--- src/rtl/gtg_pkg.sv ---
package gtg_pkg;

  localparam int FRAC_BITS_DEF   = 8;
  localparam int CORDIC_ITER_DEF = 16;

  // arctangent table depth and its index width
  localparam int TABLE_LEN = 24;
  localparam int IDX_W     = 5;

  // CORDIC datapath widths: vector x/y and angle (1/65536 degree)
  localparam int VW = 40;
  localparam int ZW = 32;

  localparam logic signed [ZW-1:0] FINE_90  = 32'sd5898240;
  localparam logic signed [ZW-1:0] FINE_180 = 32'sd11796480;
  localparam logic signed [ZW-1:0] FINE_360 = 32'sd23592960;
  localparam logic signed [VW-1:0] GAIN_Q30 = 40'sd652032874;
  localparam logic signed [33:0]   GAIN_Q20 = 34'sd636751;

  // heading in 1/128 degree
  localparam logic signed [17:0] HEAD_180 = 18'sd23040;
  localparam logic signed [17:0] HEAD_360 = 18'sd46080;
  localparam logic signed [16:0] ERR_FULL = 17'sd2560;
  localparam logic signed [16:0] ERR_HALF = 17'sd1024;

  // remainder unit: divisor by 360 and its reciprocal, ceil(2^24 / 360)
  localparam logic [8:0]  DIV_HEAD  = 9'd360;
  localparam logic [16:0] RECIP_360 = 17'd46604;
  localparam int          RECIP_SH  = 24;

  typedef enum logic {DIV_360, DIV_80} rem_div_t;

  typedef enum logic [2:0] {
    REG_TARGET_X = 3'd0,
    REG_TARGET_Y = 3'd1,
    REG_START_X  = 3'd2,
    REG_START_Y  = 3'd3,
    REG_TURN     = 3'd4,
    REG_TOL      = 3'd5
  } reg_idx_t;

  typedef struct packed {
    logic load;
    logic vec_mode;
  } cordic_cmd_t;

  function automatic logic signed [ZW-1:0] atan_lookup(input logic [IDX_W-1:0] i);
    logic signed [ZW-1:0] v;
    case (i)
      5'd0:    v = 32'sd2949120;
      5'd1:    v = 32'sd1740967;
      5'd2:    v = 32'sd919879;
      5'd3:    v = 32'sd466945;
      5'd4:    v = 32'sd234379;
      5'd5:    v = 32'sd117304;
      5'd6:    v = 32'sd58666;
      5'd7:    v = 32'sd29335;
      5'd8:    v = 32'sd14668;
      5'd9:    v = 32'sd7334;
      5'd10:   v = 32'sd3667;
      5'd11:   v = 32'sd1833;
      5'd12:   v = 32'sd917;
      5'd13:   v = 32'sd458;
      5'd14:   v = 32'sd229;
      5'd15:   v = 32'sd115;
      5'd16:   v = 32'sd57;
      5'd17:   v = 32'sd29;
      5'd18:   v = 32'sd14;
      5'd19:   v = 32'sd7;
      5'd20:   v = 32'sd4;
      5'd21:   v = 32'sd2;
      5'd22:   v = 32'sd1;
      default: v = 32'sd0;
    endcase
    return v;
  endfunction

endpackage

--- src/rtl/gtg_mul.sv ---
module gtg_mul (
  input  logic               clk,
  input  logic signed [16:0] a,
  input  logic signed [33:0] b,
  output logic signed [50:0] p
);

  always_ff @(posedge clk) begin
    p <= 51'(a) * 51'(b);
  end

endmodule

--- src/rtl/gtg_rem.sv ---
module gtg_rem (
  input  logic               clk,
  input  logic               rst,
  input  logic               load,
  input  gtg_pkg::rem_div_t  sel,
  input  logic [31:0]        value,
  output logic [31:0]        rem,
  output logic               busy
);
  import gtg_pkg::*;

  rem_div_t    sel_q;
  logic [15:0] val_q;
  logic [6:0]  quo;
  logic [6:0]  nib_sum, nib_q;
  logic [3:0]  low_q;
  logic [31:0] prod;
  logic [4:0]  fold;
  logic [2:0]  r5;
  logic [15:0] quo_mul;

  always_comb begin
    // by 360: reciprocal multiply, exact for values up to 32768
    prod    = 32'(value[15:0]) * 32'(RECIP_360);
    // by 80 = 16 * 5: 16 is 1 mod 5, so the nibbles above bit 3 sum to the same residue
    nib_sum = 7'(value[7:4]) + 7'(value[11:8]) + 7'(value[15:12]) + 7'(value[19:16])
            + 7'(value[23:20]) + 7'(value[27:24]) + 7'(value[31:28]);
    fold    = 5'(nib_q[6:4]) + 5'(nib_q[3:0]);
    if (fold >= 5'd20) begin
      r5 = 3'(fold - 5'd20);
    end else if (fold >= 5'd15) begin
      r5 = 3'(fold - 5'd15);
    end else if (fold >= 5'd10) begin
      r5 = 3'(fold - 5'd10);
    end else if (fold >= 5'd5) begin
      r5 = 3'(fold - 5'd5);
    end else begin
      r5 = fold[2:0];
    end
    quo_mul = 16'(quo) * 16'(DIV_HEAD);
  end

  always_ff @(posedge clk) begin
    if (rst) begin
      busy <= 1'b0;
    end else begin
      busy <= load;
    end
  end

  // partial terms are registered on load, then the remainder while busy
  always_ff @(posedge clk) begin
    if (load) begin
      sel_q <= sel;
      val_q <= value[15:0];
      quo   <= prod[RECIP_SH +: 7];
      nib_q <= nib_sum;
      low_q <= value[3:0];
    end
    if (busy) begin
      rem <= (sel_q == DIV_80) ? 32'({r5, low_q}) : 32'(val_q - quo_mul);
    end
  end

endmodule

--- src/rtl/gtg_cordic.sv ---
module gtg_cordic #(
  parameter int ITERATIONS = gtg_pkg::CORDIC_ITER_DEF
) (
  input  logic                             clk,
  input  logic                             rst,
  input  gtg_pkg::cordic_cmd_t             cmd,
  input  logic signed [gtg_pkg::VW-1:0]    x_in,
  input  logic signed [gtg_pkg::VW-1:0]    y_in,
  input  logic signed [gtg_pkg::ZW-1:0]    z_in,
  output logic signed [gtg_pkg::VW-1:0]    x,
  output logic signed [gtg_pkg::VW-1:0]    y,
  output logic signed [gtg_pkg::ZW-1:0]    z,
  output logic                             busy
);
  import gtg_pkg::*;

  logic [IDX_W-1:0]     idx;
  logic                 vec;
  logic                 plus;
  logic signed [VW-1:0] xs, ys;
  logic signed [ZW-1:0] a;

  always_comb begin
    xs   = x >>> idx;
    ys   = y >>> idx;
    a    = atan_lookup(idx);
    // rotation drives z to zero, vectoring drives y to zero
    plus = vec ? !(y > 0) : !z[ZW-1];
  end

  always_ff @(posedge clk) begin
    if (rst) begin
      busy <= 1'b0;
    end else if (cmd.load) begin
      busy <= 1'b1;
    end else if (busy && idx == IDX_W'(ITERATIONS - 1)) begin
      busy <= 1'b0;
    end
  end

  always_ff @(posedge clk) begin
    if (cmd.load) begin
      x   <= x_in;
      y   <= y_in;
      z   <= z_in;
      vec <= cmd.vec_mode;
      idx <= '0;
    end else if (busy) begin
      if (plus) begin
        x <= x - ys;
        y <= y + xs;
        z <= z - a;
      end else begin
        x <= x + ys;
        y <= y - xs;
        z <= z + a;
      end
      idx <= idx + 1'b1;
    end
  end

endmodule

--- src/rtl/go_to_goal_drive_controller.sv ---
// Channel  Dir  Beat carries
// s_axis   in   tdata: delta_angle, delta_distance
// m_axis   out  tdata: right/left wheel speed, distance_to_goal, arrived
// cfg      in   cfg_index, cfg_data: one register write
//
// A taken beat goes through the remainder by 360, then the shared CORDIC unit
// runs rotation and vectoring, then the gain multiply, and reaches the output
// register. s_axis_tready and cfg_ready are high only when idle, so a beat is
// not taken until the previous one has been processed and left S_FIN.
// A result waits in the output register; the next beat may be taken meanwhile,
// and its result is held in S_FIN until the previous one has gone.
// rst is synchronous and restores registers and position at once.
module go_to_goal_drive_controller #(
  parameter int FRAC_BITS         = gtg_pkg::FRAC_BITS_DEF,
  parameter int CORDIC_ITERATIONS = gtg_pkg::CORDIC_ITER_DEF
) (
  input  logic        clk,
  input  logic        rst,
  input  logic        s_axis_tvalid,
  output logic        s_axis_tready,
  input  logic [31:0] s_axis_tdata,   // [15:0] delta_angle, [31:16] delta_distance
  output logic        m_axis_tvalid,
  input  logic        m_axis_tready,
  output logic [39:0] m_axis_tdata,   // [9:0] right_wheel_speed, [19:10] left_wheel_speed,
                                      // [36:20] distance_to_goal, [37] arrived
  input  logic        cfg_valid,
  output logic        cfg_ready,
  input  logic [2:0]  cfg_index,
  input  logic [15:0] cfg_data
);
  import gtg_pkg::*;

  localparam int SH = 30 - FRAC_BITS;

  typedef enum logic [14:0] {
    S_IDLE  = 15'b000000000000001,
    S_HMOD  = 15'b000000000000010,
    S_HEAD  = 15'b000000000000100,
    S_ROT   = 15'b000000000001000,
    S_MULC  = 15'b000000000010000,
    S_MULS  = 15'b000000000100000,
    S_POSY  = 15'b000000001000000,
    S_VLOAD = 15'b000000010000000,
    S_VEC   = 15'b000000100000000,
    S_M0    = 15'b000001000000000,
    S_M1    = 15'b000010000000000,
    S_M2    = 15'b000100000000000,
    S_M3    = 15'b001000000000000,
    S_MAG   = 15'b010000000000000,
    S_FIN   = 15'b100000000000000
  } state_t;

  state_t state, state_next;

  logic [15:0] target_x, target_y;
  logic [8:0]  turn_speed;
  logic [9:0]  stop_tol;
  logic [31:0] pos_x, pos_y, travel;
  logic signed [15:0] heading, desired, bearing;
  logic        ang_neg, sc_neg, zero_vec;
  logic signed [15:0] d_dist;
  logic signed [63:0] acc;
  logic [39:0] mag;

  // shared units
  cordic_cmd_t          ccmd;
  logic signed [VW-1:0] cx_in, cy_in, cx, cy;
  logic signed [ZW-1:0] cz_in, cz;
  logic                 c_busy;
  logic                 r_load, r_busy;
  rem_div_t             r_sel;
  logic [31:0]          r_val, r_rem;
  logic signed [16:0]   ma;
  logic signed [33:0]   mb;
  logic signed [50:0]   mp;

  gtg_cordic #(.ITERATIONS(CORDIC_ITERATIONS)) u_cordic (
    .clk(clk), .rst(rst), .cmd(ccmd), .x_in(cx_in), .y_in(cy_in), .z_in(cz_in),
    .x(cx), .y(cy), .z(cz), .busy(c_busy)
  );

  gtg_rem u_rem (
    .clk(clk), .rst(rst), .load(r_load), .sel(r_sel), .value(r_val),
    .rem(r_rem), .busy(r_busy)
  );

  gtg_mul u_mul (.clk(clk), .a(ma), .b(mb), .p(mp));

  // datapath helpers
  logic               in_acc, out_ok;
  logic signed [15:0] in_ang;
  logic [15:0]        ang_abs;
  logic signed [9:0]  rmod;
  logic signed [17:0] hsum, hwrap;
  logic signed [ZW-1:0] ang;
  logic signed [50:0] prnd;
  logic signed [33:0] dx, dy;
  logic [31:0]        trav_n, trav_mag;
  logic [47:0]        xe;
  logic signed [ZW-1:0] zw, zr;
  logic signed [15:0] des_new;
  logic signed [16:0] err;
  logic [39:0]        tol_q, mm_full;
  logic [16:0]        mm;
  logic               gt;
  logic signed [9:0]  rs, ls, ts, th;

  assign in_acc        = s_axis_tvalid && s_axis_tready;
  assign s_axis_tready = (state == S_IDLE);
  assign cfg_ready     = (state == S_IDLE);
  assign out_ok        = !m_axis_tvalid || m_axis_tready;

  always_comb begin
    in_ang  = $signed(s_axis_tdata[15:0]);
    ang_abs = in_ang[15] ? 16'(-in_ang) : in_ang;
    rmod    = ang_neg ? -$signed({1'b0, r_rem[8:0]}) : $signed({1'b0, r_rem[8:0]});
    hsum    = $signed({{2{heading[15]}}, heading}) + ($signed({{8{rmod[9]}}, rmod}) <<< 7);
    if (hsum >= HEAD_180) begin
      hwrap = hsum - HEAD_360;
    end else if (hsum < -HEAD_180) begin
      hwrap = hsum + HEAD_360;
    end else begin
      hwrap = hsum;
    end
    ang = $signed({{14{hwrap[17]}}, hwrap}) <<< 9;

    prnd = (mp + (51'sd1 <<< (SH - 1))) >>> SH;

    dx = ($signed({{18{target_x[15]}}, target_x}) <<< FRAC_BITS)
       - $signed({{2{pos_x[31]}}, pos_x});
    dy = ($signed({{18{target_y[15]}}, target_y}) <<< FRAC_BITS)
       - $signed({{2{pos_y[31]}}, pos_y});

    trav_n   = travel + 32'($signed(d_dist));
    trav_mag = trav_n[31] ? -trav_n : trav_n;

    xe = {8'd0, cx};

    if (cz > FINE_180) begin
      zw = cz - FINE_360;
    end else if (cz <= -FINE_180) begin
      zw = cz + FINE_360;
    end else begin
      zw = cz;
    end
    zr = (zw + 32'sd256) >>> 9;

    // cordic load
    ccmd  = '0;
    cx_in = '0;
    cy_in = '0;
    cz_in = '0;
    if (state == S_HEAD) begin
      ccmd.load = 1'b1;
      cx_in     = GAIN_Q30;
      if (ang > FINE_90) begin
        cz_in = ang - FINE_180;
      end else if (ang < -FINE_90) begin
        cz_in = ang + FINE_180;
      end else begin
        cz_in = ang;
      end
    end else if (state == S_VLOAD) begin
      ccmd.load     = 1'b1;
      ccmd.vec_mode = 1'b1;
      if (dx < 0) begin
        cx_in = -VW'(dx);
        cy_in = -VW'(dy);
        cz_in = (dy >= 0) ? FINE_180 : -FINE_180;
      end else begin
        cx_in = VW'(dx);
        cy_in = VW'(dy);
      end
    end

    // remainder unit load
    r_load = 1'b0;
    r_sel  = DIV_360;
    r_val  = 32'(ang_abs);
    if (in_acc) begin
      r_load = 1'b1;
    end else if (state == S_VLOAD) begin
      r_load = 1'b1;
      r_sel  = DIV_80;
      r_val  = trav_mag;
    end

    // multiplier operands
    ma = $signed({d_dist[15], d_dist});
    mb = '0;
    case (state)
      S_MULC:  mb = sc_neg ? -34'(cx) : 34'(cx);
      S_MULS:  mb = sc_neg ? -34'(cy) : 34'(cy);
      S_M0: begin
        ma = $signed({1'b0, xe[15:0]});
        mb = GAIN_Q20;
      end
      S_M1: begin
        ma = $signed({1'b0, xe[31:16]});
        mb = GAIN_Q20;
      end
      S_M2: begin
        ma = $signed({1'b0, xe[47:32]});
        mb = GAIN_Q20;
      end
      default: mb = '0;
    endcase

    // decision
    des_new = (r_rem < 32'd20) ? bearing : desired;
    err     = $signed({des_new[15], des_new}) - $signed({heading[15], heading});
    tol_q   = 40'(stop_tol) << FRAC_BITS;
    gt      = mag > tol_q;
    ts      = $signed({1'b0, turn_speed});
    th      = $signed({2'b00, turn_speed[8:1]});
    rs      = '0;
    ls      = '0;
    if (gt && (err > ERR_FULL || err < -ERR_FULL)) begin
      rs = err[16] ? -ts : ts;
      ls = -rs;
    end else if (gt && (err > ERR_HALF || err < -ERR_HALF)) begin
      rs = err[16] ? -th : th;
      ls = -rs;
    end else if (gt) begin
      if (mag < (40'd100 << FRAC_BITS)) begin
        rs = 10'sd20;
      end else if (mag < (40'd150 << FRAC_BITS)) begin
        rs = 10'sd60;
      end else if (mag < (40'd200 << FRAC_BITS)) begin
        rs = 10'sd100;
      end else begin
        rs = 10'sd150;
      end
      ls = rs;
    end
    mm_full = (mag + (40'd1 << (FRAC_BITS - 1))) >> FRAC_BITS;
    mm      = (mm_full > 40'd131071) ? 17'h1FFFF : mm_full[16:0];
  end

  always_comb begin
    state_next = state;
    case (state)
      S_IDLE:  if (in_acc) state_next = S_HMOD;
      S_HMOD:  if (!r_busy) state_next = S_HEAD;
      S_HEAD:  state_next = S_ROT;
      S_ROT:   if (!c_busy) state_next = S_MULC;
      S_MULC:  state_next = S_MULS;
      S_MULS:  state_next = S_POSY;
      S_POSY:  state_next = S_VLOAD;
      S_VLOAD: state_next = S_VEC;
      S_VEC:   if (!c_busy) state_next = S_M0;
      S_M0:    state_next = S_M1;
      S_M1:    state_next = S_M2;
      S_M2:    state_next = S_M3;
      S_M3:    state_next = S_MAG;
      S_MAG:   state_next = S_FIN;
      S_FIN:   if (!r_busy && out_ok) state_next = S_IDLE;
      default: state_next = S_IDLE;
    endcase
  end

  always_ff @(posedge clk) begin
    if (rst) begin
      state         <= S_IDLE;
      m_axis_tvalid <= 1'b0;
      target_x      <= 16'd2100;
      target_y      <= 16'd2500;
      turn_speed    <= 9'd100;
      stop_tol      <= 10'd10;
      pos_x         <= 32'($signed(16'sd2100)) <<< FRAC_BITS;
      pos_y         <= 32'($signed(16'sd300)) <<< FRAC_BITS;
      heading       <= '0;
      desired       <= '0;
      travel        <= '0;
    end else begin
      state <= state_next;
      if (m_axis_tvalid && m_axis_tready) begin
        m_axis_tvalid <= 1'b0;
      end
      if (cfg_valid && cfg_ready) begin
        case (cfg_index)
          REG_TARGET_X: target_x   <= cfg_data;
          REG_TARGET_Y: target_y   <= cfg_data;
          REG_START_X:  pos_x      <= 32'($signed(cfg_data)) <<< FRAC_BITS;
          REG_START_Y:  pos_y      <= 32'($signed(cfg_data)) <<< FRAC_BITS;
          REG_TURN:     turn_speed <= cfg_data[8:0];
          REG_TOL:      stop_tol   <= cfg_data[9:0];
          default:      ;
        endcase
      end
      case (state)
        S_HEAD: heading <= hwrap[15:0];
        S_MULS: pos_x   <= pos_x + prnd[31:0];
        S_POSY: pos_y   <= pos_y + prnd[31:0];
        S_VLOAD: travel <= trav_n;
        S_FIN: begin
          if (!r_busy && out_ok) begin
            desired <= des_new;
            if (r_rem < 32'd20) begin
              travel <= '0;
            end
            m_axis_tvalid <= 1'b1;
          end
        end
        default: ;
      endcase
    end
  end

  // payload registers
  always_ff @(posedge clk) begin
    if (in_acc) begin
      ang_neg <= in_ang[15];
      d_dist  <= $signed(s_axis_tdata[31:16]);
    end
    if (state == S_HEAD) begin
      sc_neg <= (ang > FINE_90) || (ang < -FINE_90);
    end
    if (state == S_VLOAD) begin
      zero_vec <= (dx == 34'sd0) && (dy == 34'sd0);
    end
    case (state)
      S_M1:    acc <= 64'(mp);
      S_M2:    acc <= acc + (64'(mp) <<< 16);
      S_M3:    acc <= acc + (64'(mp) <<< 32);
      default: ;
    endcase
    if (state == S_MAG) begin
      mag     <= 40'((acc + 64'sd524288) >>> 20);
      bearing <= zero_vec ? 16'sd0 : zr[15:0];
    end
    if (state == S_FIN && !r_busy && out_ok) begin
      m_axis_tdata <= {2'b00, (mag < tol_q), mm, ls, rs};
    end
  end

endmodule
--- config.mk ---
export PLATFORM = sky130hd
export DESIGN_NAME = go_to_goal_drive_controller
export DESIGN_NICKNAME = d
export VERILOG_FILES = /design/src/rtl/gtg_pkg.sv /design/src/rtl/gtg_mul.sv /design/src/rtl/gtg_rem.sv /design/src/rtl/gtg_cordic.sv /design/src/rtl/go_to_goal_drive_controller.sv
export SDC_FILE = /design/constraint.sdc
export NUM_CORES = 2
export LEC_CHECK = 0
export ABC_AREA = 1
export BUFFER_PORTS_ARGS = -buffer_cell sky130_fd_sc_hd__clkbuf_2
export CAP_MARGIN = 20
export CORE_ASPECT_RATIO = 1.5
export CORE_UTILIZATION = 40
export CTS_BUF_LIST = sky130_fd_sc_hd__clkbuf_2
export CTS_CLUSTER_SIZE = 16
export DETAILED_ROUTE_END_ITERATION = 7
export GPL_ROUTABILITY_DRIVEN = 0
export PLACE_DENSITY = 0.66
export SYNTH_ARGS = -nofsm -noshare
export SYNTH_HDL_FRONTEND = slang
export SYNTH_HIERARCHICAL = 1
export SYNTH_SLANG_ARGS = --single-unit
--- constraint.sdc ---
create_clock -name clk -period 7.8 [get_ports clk]
set_input_delay 0.39 -clock clk [delete_from_list [all_inputs] [get_ports clk]]
set_output_delay 0.39 -clock clk [all_outputs]
set_load 0.05 [all_outputs]
==> Yosys cells after proc, flatten, opt, wreduce, memory -nomap -nowiden <==
Memories as Yosys holds them, arrays and structs flattened. A register that Yosys moved wholly into a read port is not among the register bits.
Index checks and enable logic that the tools add are counted.
{ "word_totals": {"reg_bits": 595, "latch_bits": 0, "ram_bits": 0, "mem_bits_ro": 704, "inputBits": 56, "output_inout_bits": 43, "word_cells": 258, "n_memories": 1} }
{ "memory_table": {"columns": ["memory", "depth", "word_bits", "rd", "rd_ports_with_merged_regs", "write_ports", "line_no", "source"], "rows": [
  ["(no name shown)", 32, 22, 1, 1, 0, "gtg_pkg.sv:49", "case (i)"]
]} }
{ "op_classes": {"add_sub_neg": 49, "n_mul": 3, "div": 0, "n_lt_le_gt_ge": 24, "eq_ne": 27, "n_shift": 2, "muxes": 78, "bitwise_logic": 0, "n_reduce_logical": 39} }
{ "op_table": {"columns": ["cell", "count"], "rows": [
  ["$mux 32", 20],
  ["$mux 40", 12],
  ["$pmux 15 s15", 1],
  ["$pmux 64 s3", 1],
  ["$add 32x32->32", 4],
  ["$add 64x64->64", 2],
  ["$pmux 34 s3", 1],
  ["$add 40x40->40", 2],
  ["$lt 40x16->1 const B", 2],
  ["$neg 33->40", 2],
  ["$sshr 40x5->40", 2],
  ["$sub 40x40->40", 2],
  ["$mux 15", 5],
  ["$mux 10", 7],
  ["$logic_not 34->1", 2],
  ["$mux 34", 2],
  ["$neg 34->34", 2],
  ["$sub 24x32->33", 2],
  ["$pmux 32 s2", 1],
  ["$add 60x21->60 const B", 1],
  ["$add 51x23->51 const B", 1],
  ["$mul 17x34->51", 1],
  ["$pmux 17 s3", 1],
  ["$mux 25", 2],
  ["other kinds (84)", 144]
]} }

==> Depth between registers and ports, before layout <==
{ "logic_depth": {"depth_word": 11, "depth_mapped": 45, "ltp_nobuf": 43} }

==> By module <==
The synthesis kept the hierarchy.
{ "by_module_without_submodules": {"columns": ["module", "instances", "cells_each", "area_per_inst_um2", "seq_area_each_um2"], "rows": [
  ["go_to_goal_drive_controller", 1, 5867, 37250.7, 8448.1],
  ["gtg_mul", 1, 3112, 22994.6, 1021.0],
  ["gtg_cordic", 1, 3347, 19960.4, 3953.8],
  ["gtg_rem", 1, 901, 7972.6, 1461.4]
]} }

==> Worst setup path after synthesis <==
OpenSTA, ideal clock, no wires.
{ "synth_path": {"path_kind": "reg2reg", "start": "register state[6]", "end": "register u_mul.p[50]", "setup_time_ns": 0.113, "arrival_time_ns": 7.824, "required_time_ns": 7.687, "setup_slack_ns": -0.137, "stages_incl_launch_ff": 42, "n_path_buf": 3, "synth_period_minus_slack_ns": 7.937, "path_cell_list": "dfxtp_1 > nor2_1 > inv_1 > nor2_1 > inv_1 > nor2_1 > inv_1 > nor2_1 > inv_1 > nor2_1 > inv_1 > nand2_1 > nor2_1 > clkbuf_1 > nand2_1 > o2111ai_1 > clkbuf_1 > clkbuf_1 > [... 6 more ...] > fa_1 > inv_1 > fa_1 > inv_1 > fa_1 > inv_1 > ha_1 > nand2_1 > inv_1 > nand2_1 > inv_1 > nand2_1 > inv_1 > nand2_1 > nand2_1 > nand3b_1 > nand2_1 > nand2_1"} }
{ "synth_via": {"elab_cells_between_ends": 9, "cone_classes": "mul: 1; eq/ne: 5; mux: 2; reduce/logical: 1"} }
{ "synth_lines": {"columns": ["item", "line_no", "source"], "rows": [
  ["from (decl)", "go_to_goal_drive_controller.sv:53", "state_t state, state_next;"],
  ["from (signal assigned)", "go_to_goal_drive_controller.sv:276", "state <= state_next;"],
  ["$eq 15x12->1, or another cell as far along", "go_to_goal_drive_controller.sv:191", "case (state)"],
  ["$pmux 17 s3 (*)", "go_to_goal_drive_controller.sv:191", null],
  ["named net ma[4]", "go_to_goal_drive_controller.sv:73", "logic signed [16:0] ma;"],
  ["$mul 17x34->51 (*)", "gtg_mul.sv:9", "p <= 51'(a) * 51'(b);"],
  ["to (signal assigned)", "gtg_mul.sv:9", null],
  ["to (decl)", "gtg_mul.sv:5", "output logic signed [50:0] p"]
]} }
The timed path passes the listed nets; every way through them passes the cells marked *.
A chain may end at the register's enable or synchronous reset.

==> Worst setup path in the final report <==
{ "layout_path": {"start": "register u_cordic/x[0] (netlist name)", "end": "register u_mul.p[49]"} }
{ "layout_via": {"elab_chain_cells": 4, "elab_cells_between_ends": 5, "cone_classes": "add/sub: 1; mul: 1; mux: 3"} }
{ "layout_lines": {"columns": ["item", "line_no", "source"], "rows": [
  ["from (decl)", "gtg_cordic.sv:10", "output logic signed [gtg_pkg::VW-1:0] x,"],
  ["from (signal assigned)", "gtg_cordic.sv:43", "x <= x_in;"],
  ["from (signal assigned)", "gtg_cordic.sv:50", "x <= x - ys;"],
  ["from (signal assigned)", "gtg_cordic.sv:54", "x <= x + ys;"],
  ["$neg 34->34", "go_to_goal_drive_controller.sv:192", "S_MULC: mb = sc_neg ? -34'(cx) : 34'(cx);"],
  ["$mux 34", "go_to_goal_drive_controller.sv:192", null],
  ["$pmux 34 s3", "go_to_goal_drive_controller.sv:191", null],
  ["named net mb[30]", "go_to_goal_drive_controller.sv:74", "logic signed [33:0] mb;"],
  ["$mul 17x34->51", "gtg_mul.sv:9", null]
]} }
The timed path passes the listed nets, and every way through them passes these cells.

==> flow_metrics.tcl <==
set metrics [dict create \
    dr.first_iter.drc_count 7170 \
    async_flop_share 0 \
    cts-htree-levels 4 \
    grt_max_degree 98 \
    avgSynthCellArea_sq_um 6.67 \
    yosysTopAreaCell "fa_1" \
    worstHoldEndpoint "d_dist[13]" \
    synth_fa_ha_area_frac 0.241 \
    arrival_ns 9.07 \
    finalPower_mw 30.5 \
    grt_overflow 0 \
    cts_tree "yes" \
    core_sq_mm 0.219 \
    first_global_vias 88700 \
    synth_edf_count 317 \
    finalNetCount 15100 \
    synth.area.top_cells "fa_1, nand2_1, edfxtp_1" \
    swShare 0.579 \
    pin_count 99 \
    die_y_um 577 \
    path_clk_slew_ns 0.13 \
    netlist_area_sq_mm 0.0882 \
    reg2reg_depth 39 \
    endpoint_kind "flop" \
    powerDensity_mw_per_mm2 307 \
    crit_slowest_cell "fa_1" \
    antenna_found_initial 24 \
    finalWorstSetupSlack_ns 0.0289 \
    slew_headroom 0.268 \
    hold_depth 3 \
    muxShareOfSynthArea 0 \
    final_common_cell "nand2_1" \
    p_int_mw 12.8 \
    row_count 210 \
    critical_path_class "flop to flop" \
    worstMarginPinSlew_ns 1.10 \
    setup.worst_path.start_class "flop" \
    finalHoldViolCount 0 \
    fmax_mhz 129 \
    p_leak_nw 50.9 \
    status "finished, final reports clean" \
    placed_area_sq_mm 0.0947 \
    clkLatencyLatePin_ns 1.56 \
    skew_ns 0.233 \
    root_buffer "clkbuf_2" \
    hold_slack_ns 0.116 \
    power_frac_clock 0.083 \
    post-route-period-util 0.996 \
    min_period_ns 7.77 \
    dp_hpwl_mm 268 \
    start_util 0.403 \
    clockBufferDepth 4 \
    reg2reg_from "u_cordic/x[0]" \
    syn_inst 13200 \
    clock-sinks 585 \
    grt_first_pass_wirelength_mm 505 \
    mostFrequentLayoutCells "nand2_1, inv_1, nand3_1" \
    pre_cts_ws_ns -0.302 \
    ant_nets 0 \
    min-delay-start "s_axis_tdata[29]" \
    vias_per_cell 5.44 \
    final_cell_area_sq_mm 0.0994 \
    netlist.area_leader.share 0.145 \
    max_stage_delay_ns 0.56 \
    die_x_um 385 \
    path_buf_inv 9 \
    p_sw_mw 17.7 \
    yosys_register_bits 585 \
    seq_power_share 0.146 \
    synth.distinct_cells 81 \
    wirelength_mm 338 \
    cp_data_required_time_ns 9.10 \
    nFillCells 22600 \
    drt-pass1-iter-count 7 \
    die_area_sq_mm 0.222 \
    port_buffers 96 \
    drive_gt1_frac 0.108 \
    synthSimpleGateAreaFrac 0.306 \
    synth-seq-area-share 0.169 \
    yosysWarningCount 6 \
    setup_violations 0 \
    cts-buffers-inserted 160 \
    synthToLayoutAreaGrowth_pct 12.7 \
    via_count 90800 \
    post_drt_wl_per_cell_um 20.2 \
    drc 0 \
    r2r_end "u_mul/p[49]" \
    synth_top_family_by_area "simple AND/OR/NAND/NOR gates" \
    drv_slew 0 \
    rsz0062_at_grt "yes" \
    synthFlopType "edfxtp_1" \
    track_usage 0.297 \
    synthXorXnorAreaFrac 0.0445 \
    critical-path-top-delay-family "adder cells" \
    min_path_type "primary input to flop" \
    synth_compound_area_frac 0.120 \
    cp_max_fo 7 \
    maxCapViolCount 0 \
    comb_power_share 0.772 \
    peakVddDrop_uv 547 \
    rrSetupSlack_ns 0.03 \
]
worst max-delay path by stage:
stage                  startpoint           to  slack [ns]  depth (start not counted)
floorplan                state[6]  u_mul/p[50]        0.07                         41
global placement    u_cordic/y[0]  u_mul/p[45]       -0.25                         41
detailed placement  u_cordic/y[0]  u_mul/p[45]       -0.30                         41
CTS                 u_cordic/y[0]  u_mul/p[50]       0.002                         41
global route        u_cordic/y[1]  u_mul/p[48]       -0.31                         42
finish              u_cordic/x[0]  u_mul/p[49]        0.03                         39
tightest hold or removal path: cells and delay by family:
family / cells / cell delay, ns
buf+inv: 3 / 1.17
cell families after synthesis:
| logic type | Yosys count |
|---|---|
| simple gates | 6237 |
| buf+inv | 2754 |
| compound gates | 1889 |
| fa+ha+maj | 1314 |
| flops | 585 |
| xor+xnor | 447 |
| other cells | 1 |
state kept, by name (all words and copies together), names as in the netlist, 17 cells and up:
name and count:
acc 44, mag 40, u_cordic/x 40, u_rem/rem 17, u_cordic/y 40, u_cordic/a 22, pos_x 32, u_cordic/z 32
travel 32, u_mul/p 51, pos_y 32, m_axis_tdata 37
synth_stat cells (all sizes together), types with 100 or more instances:
library cell and count:
nand2 3503, nor2 1060, ha 674, edfxtp 317
dfxtp 268, nand3 1090, clkbuf 274, nand4 149
xor2 330, a21oi 830, nor3 216, xnor2 117
o21ai 647, fa 640, buf 132, or2 100
inv 2341
power by group through the flow:
stage	combinational, mW	sequential, mW	clock (mW)
after global placement	22.4	4.51	0
after global routing	26.3	4.47	2.70
final	23.6	4.45	2.52
after CTS	22.8	4.44	2.58
after floorplan	16.9	4.33	0
after detailed placement	22.6	4.51	0
per-layer routing:
layer	track usage	vias to the layer above	wire (um)
li1	-	43400	-
met1	0.302	42100	115000
met2	0.510	3801	161000
met3	0.0589	1508	25000
met4	0.274	18	37400
met5	0	-	118
layout make-up:
type                       instances  area, sq um  share of cell area
antenna                           19         47.5            0.000478
clock buffer                     215         1080              0.0108
clock inverter                    66          438             0.00441
inverter                        2348         8830              0.0889
multi-input combinational       9912        64400               0.648
sequential                       585        14900               0.150
tap                             2862         3580              0.0360
timing repair buffer             690         6160              0.0620
metrics by stage:
| step | utilization | cells | TNS (ns) |
|---|---|---|---|
| after global placement | 0.433 | 16200 | -1.36 |
| after global routing | 0.454 | 16700 | -3.96 |
| after detailed placement | 0.433 | 16200 | -2.25 |
| after CTS | 0.446 | 16600 | 0 |
| final | 0.455 | 16700 | 0 |
| after floorplan | - | 13300 | 0 |
timing repair:
item                                    4_1_cts  5_1_grt
resized for setup                            16      292
gates cloned                                  0        4
endpoints found under the setup margin       17       42
pin swaps                                     2       73
hold buffers                                109        0
hold endpoints to repair                    304        0
buffers inserted                              0       60
Note: power is estimated with default switching activity, not from simulation.
